### src/waypoint_step_follower_top_defines.svh
// Assertion macros for the waypoint step follower.
// Used by waypoint_step_follower_top; expects clk and rst_n in scope.
`ifndef WAYPOINT_STEP_FOLLOWER_TOP_DEFINES_SVH
`define WAYPOINT_STEP_FOLLOWER_TOP_DEFINES_SVH

// Checked only outside reset.
`define WSF_ASSERT(lbl, prop, msg) \
    lbl: assert property (@(posedge clk) disable iff (!rst_n) (prop)) else $error(msg);

// Checked at every edge, reset included.
`define WSF_ASSERT_ALWAYS(lbl, prop, msg) \
    lbl: assert property (@(posedge clk) (prop)) else $error(msg);

`endif

### src/wsf_pkg.sv
// Shared types and constants for the waypoint step follower.
// No dependencies; used by wsf_ctrl, wsf_datapath and the top level.
`timescale 1ns / 1ps
`default_nettype none

package wsf_pkg;

    localparam int OP_BITS = 2;
    localparam int Z_BITS  = 2;

    localparam logic [OP_BITS-1:0] OP_PUSH  = 2'd0;
    localparam logic [OP_BITS-1:0] OP_TICK  = 2'd1;
    localparam logic [OP_BITS-1:0] OP_CLEAR = 2'd2;

    // controller -> datapath
    typedef struct packed {
        logic capture;   // latch the input transaction
        logic exec;      // apply push / clear / drop flag
        logic pop;       // retire head waypoint
        logic load_out;  // load the result register
    } wsf_cmd_t;

    // datapath -> controller
    typedef struct packed {
        logic op_tick;
        logic count_zero;
        logic count_one;
        logic head_match;
        logic out_free;
    } wsf_sts_t;

endpackage

`default_nettype wire

### src/waypoint_step_follower_top.sv
// Waypoint step follower: a queue of x,y waypoints that steps a position.
// Channels: input (opcode, pos_x, pos_y, pos_z) and output (next_x, next_y,
// next_z, path_empty, push_dropped), each with valid and stall; a
// transaction moves on an edge where valid is high and stall is low.
// Every input transaction yields exactly one output transaction, in order.
// Opcodes: push appends a waypoint (flags push_dropped when full), tick
// retires reached waypoints and steps one unit toward the next, clear
// empties the queue.
// Timing: one transaction at a time. Push, clear, unused opcodes and a tick
// on an empty queue go from acceptance through the execute state to the
// result state; any other tick adds a compare state, then per retired
// waypoint a fetch (the registered memory read) and another compare, except
// after a retire that empties the queue. The next input is taken the cycle
// after the result is loaded, while that result may still be waiting.
// Stall: a stalled result holds in the output register; a further result
// waits in the controller until the register frees, stalling the input.
// Reset: queue empty, pointers zero, no result pending; memory contents are
// not cleared and need no clearing pass.
`timescale 1ns / 1ps
`default_nettype none
`include "waypoint_step_follower_top_defines.svh"

module waypoint_step_follower_top #(
    parameter int QUEUE_DEPTH = 32,
    parameter int COORD_BITS  = 14
) (
    input  wire                                clk,
    input  wire                                rst_n,
    input  wire                                in_valid,
    output logic                               in_stall,
    input  wire  [wsf_pkg::OP_BITS-1:0]        opcode,
    input  wire  [COORD_BITS-1:0]              pos_x,
    input  wire  [COORD_BITS-1:0]              pos_y,
    input  wire  [wsf_pkg::Z_BITS-1:0]         pos_z,
    output logic                               out_valid,
    input  wire                                out_stall,
    output logic signed [COORD_BITS:0]         next_x,
    output logic signed [COORD_BITS:0]         next_y,
    output logic signed [wsf_pkg::Z_BITS:0]    next_z,
    output logic                               path_empty,
    output logic                               push_dropped
);

    wsf_pkg::wsf_cmd_t cmd;
    wsf_pkg::wsf_sts_t sts;

    wsf_ctrl u_ctrl (
        .clk      (clk),
        .rst_n    (rst_n),
        .in_valid (in_valid),
        .in_stall (in_stall),
        .sts      (sts),
        .cmd      (cmd)
    );

    wsf_datapath #(
        .QUEUE_DEPTH (QUEUE_DEPTH),
        .COORD_BITS  (COORD_BITS)
    ) u_datapath (
        .clk          (clk),
        .rst_n        (rst_n),
        .cmd          (cmd),
        .sts          (sts),
        .opcode       (opcode),
        .pos_x        (pos_x),
        .pos_y        (pos_y),
        .pos_z        (pos_z),
        .out_stall    (out_stall),
        .out_valid    (out_valid),
        .next_x       (next_x),
        .next_y       (next_y),
        .next_z       (next_z),
        .path_empty   (path_empty),
        .push_dropped (push_dropped)
    );

    // one transaction in flight: acceptance closes the input for the next cycle
    `WSF_ASSERT(a_single_in_flight, (in_valid && !in_stall) |=> in_stall, "second transaction accepted while busy")
    // a pop only retires a non-empty, matching head
    `WSF_ASSERT(a_pop_legal, cmd.pop |-> (sts.head_match && !sts.count_zero), "pop without matching head")
    // result register is never overwritten while a stalled result waits
    `WSF_ASSERT_ALWAYS(a_no_overwrite, (out_valid && out_stall) |-> !cmd.load_out, "result overwritten under stall")

endmodule

`default_nettype wire

### src/wsf_datapath.sv
// Datapath: input latch, waypoint memory, queue pointers and result register.
// Depends on wsf_pkg; driven by wsf_ctrl through wsf_cmd_t.
`timescale 1ns / 1ps
`default_nettype none

module wsf_datapath #(
    parameter int QUEUE_DEPTH = 32,
    parameter int COORD_BITS  = 14
) (
    input  wire                                clk,
    input  wire                                rst_n,
    input  wsf_pkg::wsf_cmd_t                  cmd,
    output wsf_pkg::wsf_sts_t                  sts,
    input  wire  [wsf_pkg::OP_BITS-1:0]        opcode,
    input  wire  [COORD_BITS-1:0]              pos_x,
    input  wire  [COORD_BITS-1:0]              pos_y,
    input  wire  [wsf_pkg::Z_BITS-1:0]         pos_z,
    input  wire                                out_stall,
    output logic                               out_valid,
    output logic signed [COORD_BITS:0]         next_x,
    output logic signed [COORD_BITS:0]         next_y,
    output logic signed [wsf_pkg::Z_BITS:0]    next_z,
    output logic                               path_empty,
    output logic                               push_dropped
);

    localparam int IW = (QUEUE_DEPTH > 1) ? $clog2(QUEUE_DEPTH) : 1;
    localparam int CW = $clog2(QUEUE_DEPTH + 1);
    localparam int EW = 2 * COORD_BITS;
    localparam logic [CW-1:0] FULL_COUNT = CW'(QUEUE_DEPTH);
    localparam logic [IW-1:0] LAST_IDX   = IW'(QUEUE_DEPTH - 1);

    logic [wsf_pkg::OP_BITS-1:0] op_reg;
    logic [COORD_BITS-1:0]       px_reg;
    logic [COORD_BITS-1:0]       py_reg;
    logic [wsf_pkg::Z_BITS-1:0]  pz_reg;

    logic [EW-1:0] mem [QUEUE_DEPTH];
    logic [EW-1:0] rd_reg;

    logic [IW-1:0] head_reg, head_next;
    logic [IW-1:0] tail_reg, tail_next;
    logic [CW-1:0] count_reg, count_next;
    logic          dropped_reg, dropped_next;

    logic                            out_valid_reg, out_valid_next;
    logic signed [COORD_BITS:0]      nx_reg;
    logic signed [COORD_BITS:0]      ny_reg;
    logic signed [wsf_pkg::Z_BITS:0] nz_reg;
    logic                            empty_reg;
    logic                            drop_out_reg;

    logic [COORD_BITS-1:0] tgt_x, tgt_y;
    logic [COORD_BITS-1:0] step_x, step_y;
    logic                  is_push, is_tick, is_clear, full, do_write;
    logic                  out_free;

    assign tgt_x    = rd_reg[EW-1:COORD_BITS];
    assign tgt_y    = rd_reg[COORD_BITS-1:0];
    assign is_push  = (op_reg == wsf_pkg::OP_PUSH);
    assign is_tick  = (op_reg == wsf_pkg::OP_TICK);
    assign is_clear = (op_reg == wsf_pkg::OP_CLEAR);
    assign full     = (count_reg == FULL_COUNT);
    assign do_write = cmd.exec && is_push && !full;
    assign out_free = !out_valid_reg || !out_stall;

    always_comb
    begin
        if (px_reg < tgt_x)
            step_x = px_reg + COORD_BITS'(1);
        else if (px_reg > tgt_x)
            step_x = px_reg - COORD_BITS'(1);
        else
            step_x = px_reg;
        if (py_reg < tgt_y)
            step_y = py_reg + COORD_BITS'(1);
        else if (py_reg > tgt_y)
            step_y = py_reg - COORD_BITS'(1);
        else
            step_y = py_reg;
    end

    always_comb
    begin
        head_next    = head_reg;
        tail_next    = tail_reg;
        count_next   = count_reg;
        dropped_next = dropped_reg;
        if (cmd.exec)
        begin
            dropped_next = is_push && full;
            if (is_clear)
            begin
                head_next  = '0;
                tail_next  = '0;
                count_next = '0;
            end
            else if (do_write)
            begin
                tail_next  = (tail_reg == LAST_IDX) ? '0 : tail_reg + IW'(1);
                count_next = count_reg + CW'(1);
            end
        end
        else if (cmd.pop)
        begin
            head_next  = (head_reg == LAST_IDX) ? '0 : head_reg + IW'(1);
            count_next = count_reg - CW'(1);
        end
    end

    always_comb
    begin
        out_valid_next = out_valid_reg;
        if (cmd.load_out)
            out_valid_next = 1'b1;
        else if (!out_stall)
            out_valid_next = 1'b0;
    end

    always_ff @(posedge clk or negedge rst_n)
    begin
        if (!rst_n)
        begin
            head_reg      <= '0;
            tail_reg      <= '0;
            count_reg     <= '0;
            dropped_reg   <= 1'b0;
            out_valid_reg <= 1'b0;
        end
        else
        begin
            head_reg      <= head_next;
            tail_reg      <= tail_next;
            count_reg     <= count_next;
            dropped_reg   <= dropped_next;
            out_valid_reg <= out_valid_next;
        end
    end

    // Head entry is read every cycle through a register; it is stable the cycle after head moves.
    always_ff @(posedge clk)
    begin
        if (do_write)
            mem[tail_reg] <= {px_reg, py_reg};
        rd_reg <= mem[head_reg];
    end

    always_ff @(posedge clk)
    begin
        if (cmd.capture)
        begin
            op_reg <= opcode;
            px_reg <= pos_x;
            py_reg <= pos_y;
            pz_reg <= pos_z;
        end
        if (cmd.load_out)
        begin
            if (is_tick && count_reg != '0)
            begin
                nx_reg <= {1'b0, step_x};
                ny_reg <= {1'b0, step_y};
                nz_reg <= {1'b0, pz_reg};
            end
            else
            begin
                nx_reg <= '1;
                ny_reg <= '1;
                nz_reg <= '1;
            end
            empty_reg    <= (count_reg == '0);
            drop_out_reg <= dropped_reg;
        end
    end

    assign sts.op_tick    = is_tick;
    assign sts.count_zero = (count_reg == '0);
    assign sts.count_one  = (count_reg == CW'(1));
    assign sts.head_match = (tgt_x == px_reg) && (tgt_y == py_reg);
    assign sts.out_free   = out_free;

    assign out_valid    = out_valid_reg;
    assign next_x       = nx_reg;
    assign next_y       = ny_reg;
    assign next_z       = nz_reg;
    assign path_empty   = empty_reg;
    assign push_dropped = drop_out_reg;

endmodule

`default_nettype wire

### src/wsf_ctrl.sv
// Controller state machine for the waypoint step follower.
// Depends on wsf_pkg; sequences wsf_datapath through wsf_cmd_t / wsf_sts_t.
`timescale 1ns / 1ps
`default_nettype none

module wsf_ctrl (
    input  wire                clk,
    input  wire                rst_n,
    input  wire                in_valid,
    output logic               in_stall,
    input  wsf_pkg::wsf_sts_t  sts,
    output wsf_pkg::wsf_cmd_t  cmd
);

    localparam logic [2:0] S_IDLE   = 3'd0;
    localparam logic [2:0] S_EXEC   = 3'd1;
    localparam logic [2:0] S_CMP    = 3'd2;
    localparam logic [2:0] S_FETCH  = 3'd3;
    localparam logic [2:0] S_RESULT = 3'd4;

    logic [2:0] state_reg, state_next;

    always_comb
    begin
        state_next = state_reg;
        cmd        = '0;
        case (state_reg)
            S_IDLE:
            begin
                if (in_valid)
                begin
                    cmd.capture = 1'b1;
                    state_next  = S_EXEC;
                end
            end
            S_EXEC:
            begin
                cmd.exec = 1'b1;
                if (sts.op_tick && !sts.count_zero)
                    state_next = S_CMP;
                else
                    state_next = S_RESULT;
            end
            S_CMP:
            begin
                if (sts.head_match)
                begin
                    cmd.pop    = 1'b1;
                    // last waypoint reached: nothing left to fetch
                    state_next = sts.count_one ? S_RESULT : S_FETCH;
                end
                else
                    state_next = S_RESULT;
            end
            S_FETCH:
                state_next = S_CMP;
            S_RESULT:
            begin
                if (sts.out_free)
                begin
                    cmd.load_out = 1'b1;
                    state_next   = S_IDLE;
                end
            end
            default:
                state_next = S_IDLE;
        endcase
    end

    always_ff @(posedge clk or negedge rst_n)
    begin
        if (!rst_n)
            state_reg <= S_IDLE;
        else
            state_reg <= state_next;
    end

    assign in_stall = (state_reg != S_IDLE);

endmodule

`default_nettype wire
### config.mk
export PLATFORM = sky130hd
export DESIGN_NAME = waypoint_step_follower_top
export DESIGN_NICKNAME = d
export VERILOG_FILES = /design/src/wsf_pkg.sv /design/src/waypoint_step_follower_top.sv /design/src/wsf_datapath.sv /design/src/wsf_ctrl.sv
export VERILOG_INCLUDE_DIRS = /design/src /design/src/src
export SDC_FILE = /design/constraint.sdc
export NUM_CORES = 1
export LEC_CHECK = 0
export ABC_CLOCK_PERIOD_IN_PS = 8100
export BUFFER_PORTS_ARGS = -buffer_cell sky130_fd_sc_hd__buf_2
export CORE_UTILIZATION = 60
export DETAILED_ROUTE_END_ITERATION = 16
export GPL_ROUTABILITY_DRIVEN = 0
export PLACE_DENSITY = 0.86
export SLEW_MARGIN = 20
export SYNTH_ARGS = -nofsm -noshare
export SYNTH_HDL_FRONTEND = slang
export SYNTH_SLANG_ARGS = --single-unit
export TNS_END_PERCENT = 100
### constraint.sdc
create_clock -name clk -period 8.1 [get_ports clk]
set_input_delay 2.025 -clock clk [delete_from_list [all_inputs] [get_ports clk]]
set_output_delay 2.025 -clock clk [all_outputs]
set_load 0.05 [all_outputs]
After elaboration in Yosys (flattened, before gate mapping)
Memories as Yosys holds them, arrays and structs flattened. A register that Yosys moved wholly into a read port is not among the register bits.
Index checks and enable logic that the tools add are counted.
{"block": "totals", "regBits": 88, "latch_bits": 0, "mem_bits_rw": 896, "romBits": 0, "inputBits": 36, "output_inout_bits": 37, "wordCells": 105, "memories": 1}
{"block": "op_classes", "add_sub_neg": 8, "mul": 0, "n_div": 0, "magnitude_cmp": 4, "eq_ne": 17, "shift": 0, "mux": 35, "n_bitwise": 0, "n_reduce_logical": 22}
{"memory": "u_datapath.mem", "depth": 32, "word_bits": 28, "rd": 1, "rd_ports_with_merged_regs": 1, "write_ports": 1, "line_no": "wsf_datapath.sv:38", "source": "logic [EW-1:0] mem [QUEUE_DEPTH];"}
{"op": "$mux W14", "n": 4}
{"op": "$mux W5", "n": 7}
{"op": "$mux W15", "n": 2}
{"op": "$add A14 B1 Y14 const B", "n": 2}
{"op": "$eq A14 B14 Y1", "n": 2}
{"op": "$gt A14 B14 Y1", "n": 2}
{"op": "$lt A14 B14 Y1", "n": 2}
{"op": "$sub A14 B1 Y14 const B", "n": 2}
{"op": "$mux W6", "n": 4}
{"op": "$mux W3", "n": 6}
{"op": "$pmux W3 S5", "n": 1}
{"op": "$mux W1", "n": 11}
{"op": "$add A5 B1 Y5 const B", "n": 2}
{"op": "$eq A5 B5 Y1 const B", "n": 2}
{"op": "$reduce_and A2 Y1", "n": 4}
{"op": "$add A6 B1 Y6 const B", "n": 1}
{"op": "$eq A3 B2 Y1 const B", "n": 2}
{"op": "$eq A6 B1 Y1 const B", "n": 1}
{"op": "$eq A6 B6 Y1 const B", "n": 1}
{"op": "$logic_and A1 B1 Y1", "n": 6}
{"op": "$logic_not A6 Y1", "n": 1}
{"op": "$reduce_bool A6 Y1", "n": 1}
{"op": "$sub A6 B1 Y6 const B", "n": 1}
{"op": "$logic_not A1 Y1", "n": 4}
{"op": "12 further kinds", "n": 15}

Logic depth before layout (Yosys ltp)
{"block": "logic_depth", "depth_word": 7, "depth_mapped": 10, "ltp_nobuf": 9}

Cells and area by module
A second synthesis with hierarchy kept.
{"block": "unflattened", "cells_unflattened": 2193, "hier_area_um2": 40452.5}
{"module": "wsf_datapath", "n_inst": 1, "cells_per_inst": 2173, "area_each_um2": 40256.1, "seq_area_each_um2": 29868.6}
{"module": "wsf_ctrl", "n_inst": 1, "cells_per_inst": 20, "area_each_um2": 196.4, "seq_area_each_um2": 75.1}

Worst setup path before layout
OpenSTA, ideal clock, no wires.
{"block": "synth_path", "path_kind": "in2reg", "start": "input port out_stall", "end": "register u_datapath.nx_reg[0] (netlist: u_datapath.next_x[0]), enable pin", "setup_ps": 434, "arrival_ps": 3678, "required_time_ps": 7666, "slack_ps": 3988, "path_stages": 1, "path_buffers": 0, "path_cell_list": "a21oi_1"}
{"block": "synth_between", "elab_chain_len": 4}
{"item": "start, declared", "line_no": "waypoint_step_follower_top.sv:36", "source": "input wire out_stall,"}
{"item": "$logic_not A1 Y1", "line_no": "wsf_datapath.sv:65", "source": "assign out_free = !out_valid_reg || !out_stall;"}
{"item": "$logic_or A1 B1 Y1", "line_no": "wsf_datapath.sv:65"}
{"item": "$mux W1", "line_no": "wsf_ctrl.sv:59", "source": "if (sts.out_free)"}
{"item": "$mux W1", "line_no": "wsf_ctrl.sv:27", "source": "case (state_reg)"}
{"item": "end signal, assigned", "line_no": "wsf_datapath.sv:161", "source": "nx_reg <= {1'b0, step_x};"}
{"item": "end, declared", "line_no": "wsf_datapath.sv:47", "source": "logic signed [COORD_BITS:0] nx_reg;"}
Every way passes these cells.
A chain may end at the register's enable or synchronous reset.

Final worst setup path
{"block": "layout_path", "start": "register u_ctrl.state_reg[1]", "end": "output port in_stall"}
{"block": "layout_between", "elab_chain_len": 1}
{"item": "start, declared", "line_no": "wsf_ctrl.sv:21", "source": "logic [2:0] state_reg, state_next;"}
{"item": "start signal, assigned", "line_no": "wsf_ctrl.sv:75", "source": "state_reg <= state_next;"}
{"item": "$reduce_bool A3 Y1", "line_no": "wsf_ctrl.sv:78", "source": "assign in_stall = (state_reg != S_IDLE);"}
{"item": "end, declared", "line_no": "waypoint_step_follower_top.sv:30", "source": "output logic in_stall,"}
Every way passes these cells.

==> results by stage <==
Global route:
- The met1 global-route usage is 0.387.
- For this run, global-route usage on met2 was measured as 0.521.
- In the global route stage, met3 resource usage came out at 0.0700.
- The sum of overflow across all layers after global routing is 0.
- The first global-routing pass estimated ~150000 um of wire.
- The layer flagged by global routing as most heavily used is met2.
- Entering global routing, the biggest net connects ~170 pins.
- The number of antenna violations at the first check in global routing came to 0.
- The via count of the first global-routing pass is 22000.
- The overall fraction of global-route tracks in use is 0.313.

Run status:
- The run finished with clean final reports.

Worst setup path:
- Data on the critical path is required at its endpoint by between 6 and 7 ns.
- The maximum fanout along the worst path is 9.
- The signal arrival time at the worst endpoint is around 1.9 ns.
- The critical path's largest stage delay is between 0.4 and 0.5 ns.
- The worst register-to-register path begins at u_datapath.count_reg[1]$_DFFE_PN0P_.
- The class of the most critical setup path is register to output port.
- The worst register-to-register path has a setup slack of approximately 4.3 ns.
- Measured in cells, the most critical reg-to-reg path has a length of 10.
- The worst setup path is launched from a register.
- The endpoint of the worst register-to-register path is u_datapath.next_x[4]$_SDFFCE_PN1P_.
- The element type at the critical path end is an output port.
- The signal on the critical path passes through or3_1, buf_2.
- The slowest stage of the critical path is the dfrtp_1 cell.

Die:
- The vertical die dimension is 260 um.
- The die covers approximately 67000 um^2.
- The count of boundary I/O pins is 73.
- The initial utilization of the core area, before any placement, comes to 0.606.
- The area of the core is 65700 um^2.
- From left edge to right edge, the die measures around 260 um.
- The number of rows in the core area is 94.

Job:
- The max-cap violation count is 0.

Placed design:
- The HPWL after detailed placement is around 51000 um.
- The total placed instance area is 41700 um^2.
- In this run the tool buffered the top-level ports with 72 buffer cells.

Routing:
- The number of vias per cell after detailed routing is between 7 and 8.
- The total wire length is approximately 110000 um.
- The post-detailed-route DRC marker count is 0.
- Detailed routing inserted a total of around 22000 vias.
- In this run the remaining antenna-violating nets after routing total 0.
- The average wire length per cell after detail routing is 36.1 um.
- The violation count after the first detailed-routing iteration is approximately 3800.
- The number of iterations in the first detailed-routing pass is 6.

Logic synthesis:
- The share of synthesized area occupied by flip-flops and latches is 0.751.
- Each instance of the synthesized netlist takes up on average 21.1 um^2.
- The post-synthesis instance total is around 1900.
- By area the synthesized netlist is led by edfxtp_1, mux4_2, dfxtp_1.
- Counting flops with a built-in enable in the synthesized netlist gives slightly below 1000.
- Of all flip-flops after synthesis, the portion carrying an async set or reset was 0.0208.
- The netlist area before placement is around 40000 um^2.
- Ranked by instance count, the synthesized netlist is headed by edfxtp_1, mux4_2, clkbuf_1.
- Among all flip-flop cells after synthesis, the most frequent one is edfxtp_1.
- The synthesis-stage register bit count is between 1000 and 1500.
- The total nets after synthesis is 1966.
- Yosys printed 0 warnings.
- The proportion of netlist area held by the largest area contributor is 0.724.
- The number of unique standard cell types used by synthesis is 66.
- The synthesized design spends more area on one cell type than any other, namely edfxtp_1.
- The most common cell in the synthesized netlist is edfxtp_1.

Power:
- The largest vdd supply drop is 0.279 mV.
- The design draws between 10000 and 15000 uW.
- In this run the power density over the cells is between 200 and 300 nW/um^2.
- The leakage dissipation is around 0.014 uW.

Cells and area:
- The diode insertion count for antenna repair is 0.
- After filler insertion, the fill cell instance count of the layout stands at around 3600.
- From synthesis to final layout, the design area changed by 12.5%.
- The finished cells cover around 45000 um^2.
- The register with the most flip-flops in the layout has about 900 of them.
- The final-stage net count is approximately 2100.
- The share of final-layout standard cells stronger than drive strength 1 is 0.305.

CTS:
- The number of hold-repair buffers added at the cts stage is 0.
- The number of gates resized after CTS was 0.
- Counting the buffers created by CTS gives 90.
- Clock tree synthesis found a total of just over 1000 sinks.
- The worst-skew pair later-pin latency is 0.66 ns.
- In this run the post-CTS setup repair buffer count came out at 0.
- In this run the number of H-tree levels came out at 3.
- The clock root buffer master is clkbuf_16.
- TritonCTS built the clock tree.
- Clock-pin slew was measured on the worst setup and hold paths at approximately 0.07 ns.
- The clock passes through at most 3 buffers.

Hold path:
- The worst hold path terminates at u_datapath.push_dropped$_DFFE_PP_.
- The cell count of the worst hold path is 0.
- The worst min-delay path class is register to register.
- The hold path startpoint is u_datapath.dropped_reg$_DFFE_PN0P_.

STA:
- The actual transition at the worst max-transition pin is approximately 1.2 ns.
- The count of endpoints failing setup in the final report is 0.
- The time the worst path needs with I/O delays and setup is slightly below 4 ns.
- The maximum frequency from static timing analysis is around 260 MHz.
- The final count of hold timing violations was 0.
- For the final database, setup skew stands at 0.0248 ns.
- The worst pin sits at a relative slew slack of 0.169.
- Summed over all failing endpoints, the final setup total negative slack is 0 ns.
- Of the available clock period, the critical path in the final layout requires 0.479.
- The max-slew violation count is 0.
- Setup repair after global routing left no endpoint under its margin.
## per-layer routing
metal / part of all wire / wire, um
met1: 0.32 / 34400
met2: 0.51 / 54200
met3: 0.11 / 11800
met4: 0.062 / 6590
met5: 0 / 0
## worst max-delay path by stage
stage	start	endpoint	slack, ns	cells past startpoint
2_1_floorplan	out_stall	u_datapath.next_x[0]$_SDFFCE_PN1P_	3.99	1
3_3_place_gp	u_datapath.px_reg[4]$_DFFE_PP_	u_datapath.next_x[4]$_SDFFCE_PN1P_	4.32	7
3_5_place_dp	u_datapath.px_reg[4]$_DFFE_PP_	u_datapath.next_x[4]$_SDFFCE_PN1P_	4.10	7
4_1_cts	u_datapath.py_reg[7]$_DFFE_PP_	u_datapath.next_y[5]$_SDFFCE_PN1P_	3.99	6
5_1_grt	u_ctrl.state_reg[1]$_DFFE_PN0P_	in_stall	4.18	2
6_report	u_ctrl.state_reg[1]$_DFFE_PN0P_	in_stall	4.22	2
## worst max-delay path, delay by kind of cell (launching register included)
family | cells | cell delay, ns
flip-flops | 1 | 0.48
AND/OR/NAND/NOR | 1 | 0.48
buffers and inverters | 1 | 0.25
## metrics by stage
stage	utilization	hold WS, ns	worst slack (ns)	cells
4_1_cts	0.679	0.489	3.99	2953
5_1_grt	0.682	0.506	4.18	2963
3_5_place_dp	0.634	0.477	4.10	2788
3_3_place_gp	0.634	0.473	4.32	2788
2_1_floorplan	-	0.425	3.99	1887
6_report	0.682	0.513	4.22	2963
## placed cells by master (no fill, tap or decap), types with 11 or more instances in the layout
| cell type | n |
|---|---|
| mux2_2 | 28 |
| ha_1 | 43 |
| o21ai_0 | 28 |
| nor3_1 | 20 |
| dfxtp_1 | 28 |
| inv_1 | 41 |
| nor2_1 | 31 |
| nor2_4 | 33 |
| clkbuf_16 | 91 |
| nand3_1 | 31 |
| nand2_1 | 52 |
| nand4_1 | 11 |
| clkbuf_1 | 18 |
| buf_2 | 72 |
| clkinv_2 | 18 |
| buf_4 | 57 |
| dfrtp_1 | 16 |
| edfxtp_1 | 961 |
| a21oi_1 | 28 |
| clkinv_1 | 15 |
| mux4_2 | 280 |
## report_power, final
part	leakage [uW]	switching [uW]	internal [uW]
Clock	0.00144	1940	2440
Combinational	0.00336	828	283
Sequential	0.00915	124	6060
## final cells by class
| type | instances | area [um^2] | area share |
|---|---|---|---|
| Clock buffer | 114 | 2410 | 0.0538 |
| Sequential cell | 1010 | 30000 | 0.668 |
| Clock inverter | 51 | 533 | 0.0119 |
| Tap cell | 864 | 1080 | 0.0241 |
| Multi-Input combinational cell | 741 | 9680 | 0.216 |
| Inverter | 42 | 158 | 0.00352 |
| Timing Repair Buffer | 141 | 1020 | 0.0227 |
## logic make-up after synthesis
| kind of cell | count (synthesis) | synth area share |
|---|---|---|
| simple gates | 247 | 0.0311 |
| compound gates | 137 | 0.0237 |
| xor+xnor | 4 | 0.000879 |
| fa+ha+maj | 43 | 0.0135 |
| buf+inv | 136 | 0.0133 |
| mux | 310 | 0.167 |
| flops | 1010 | 0.751 |
(Power assumes the default switching activity.)
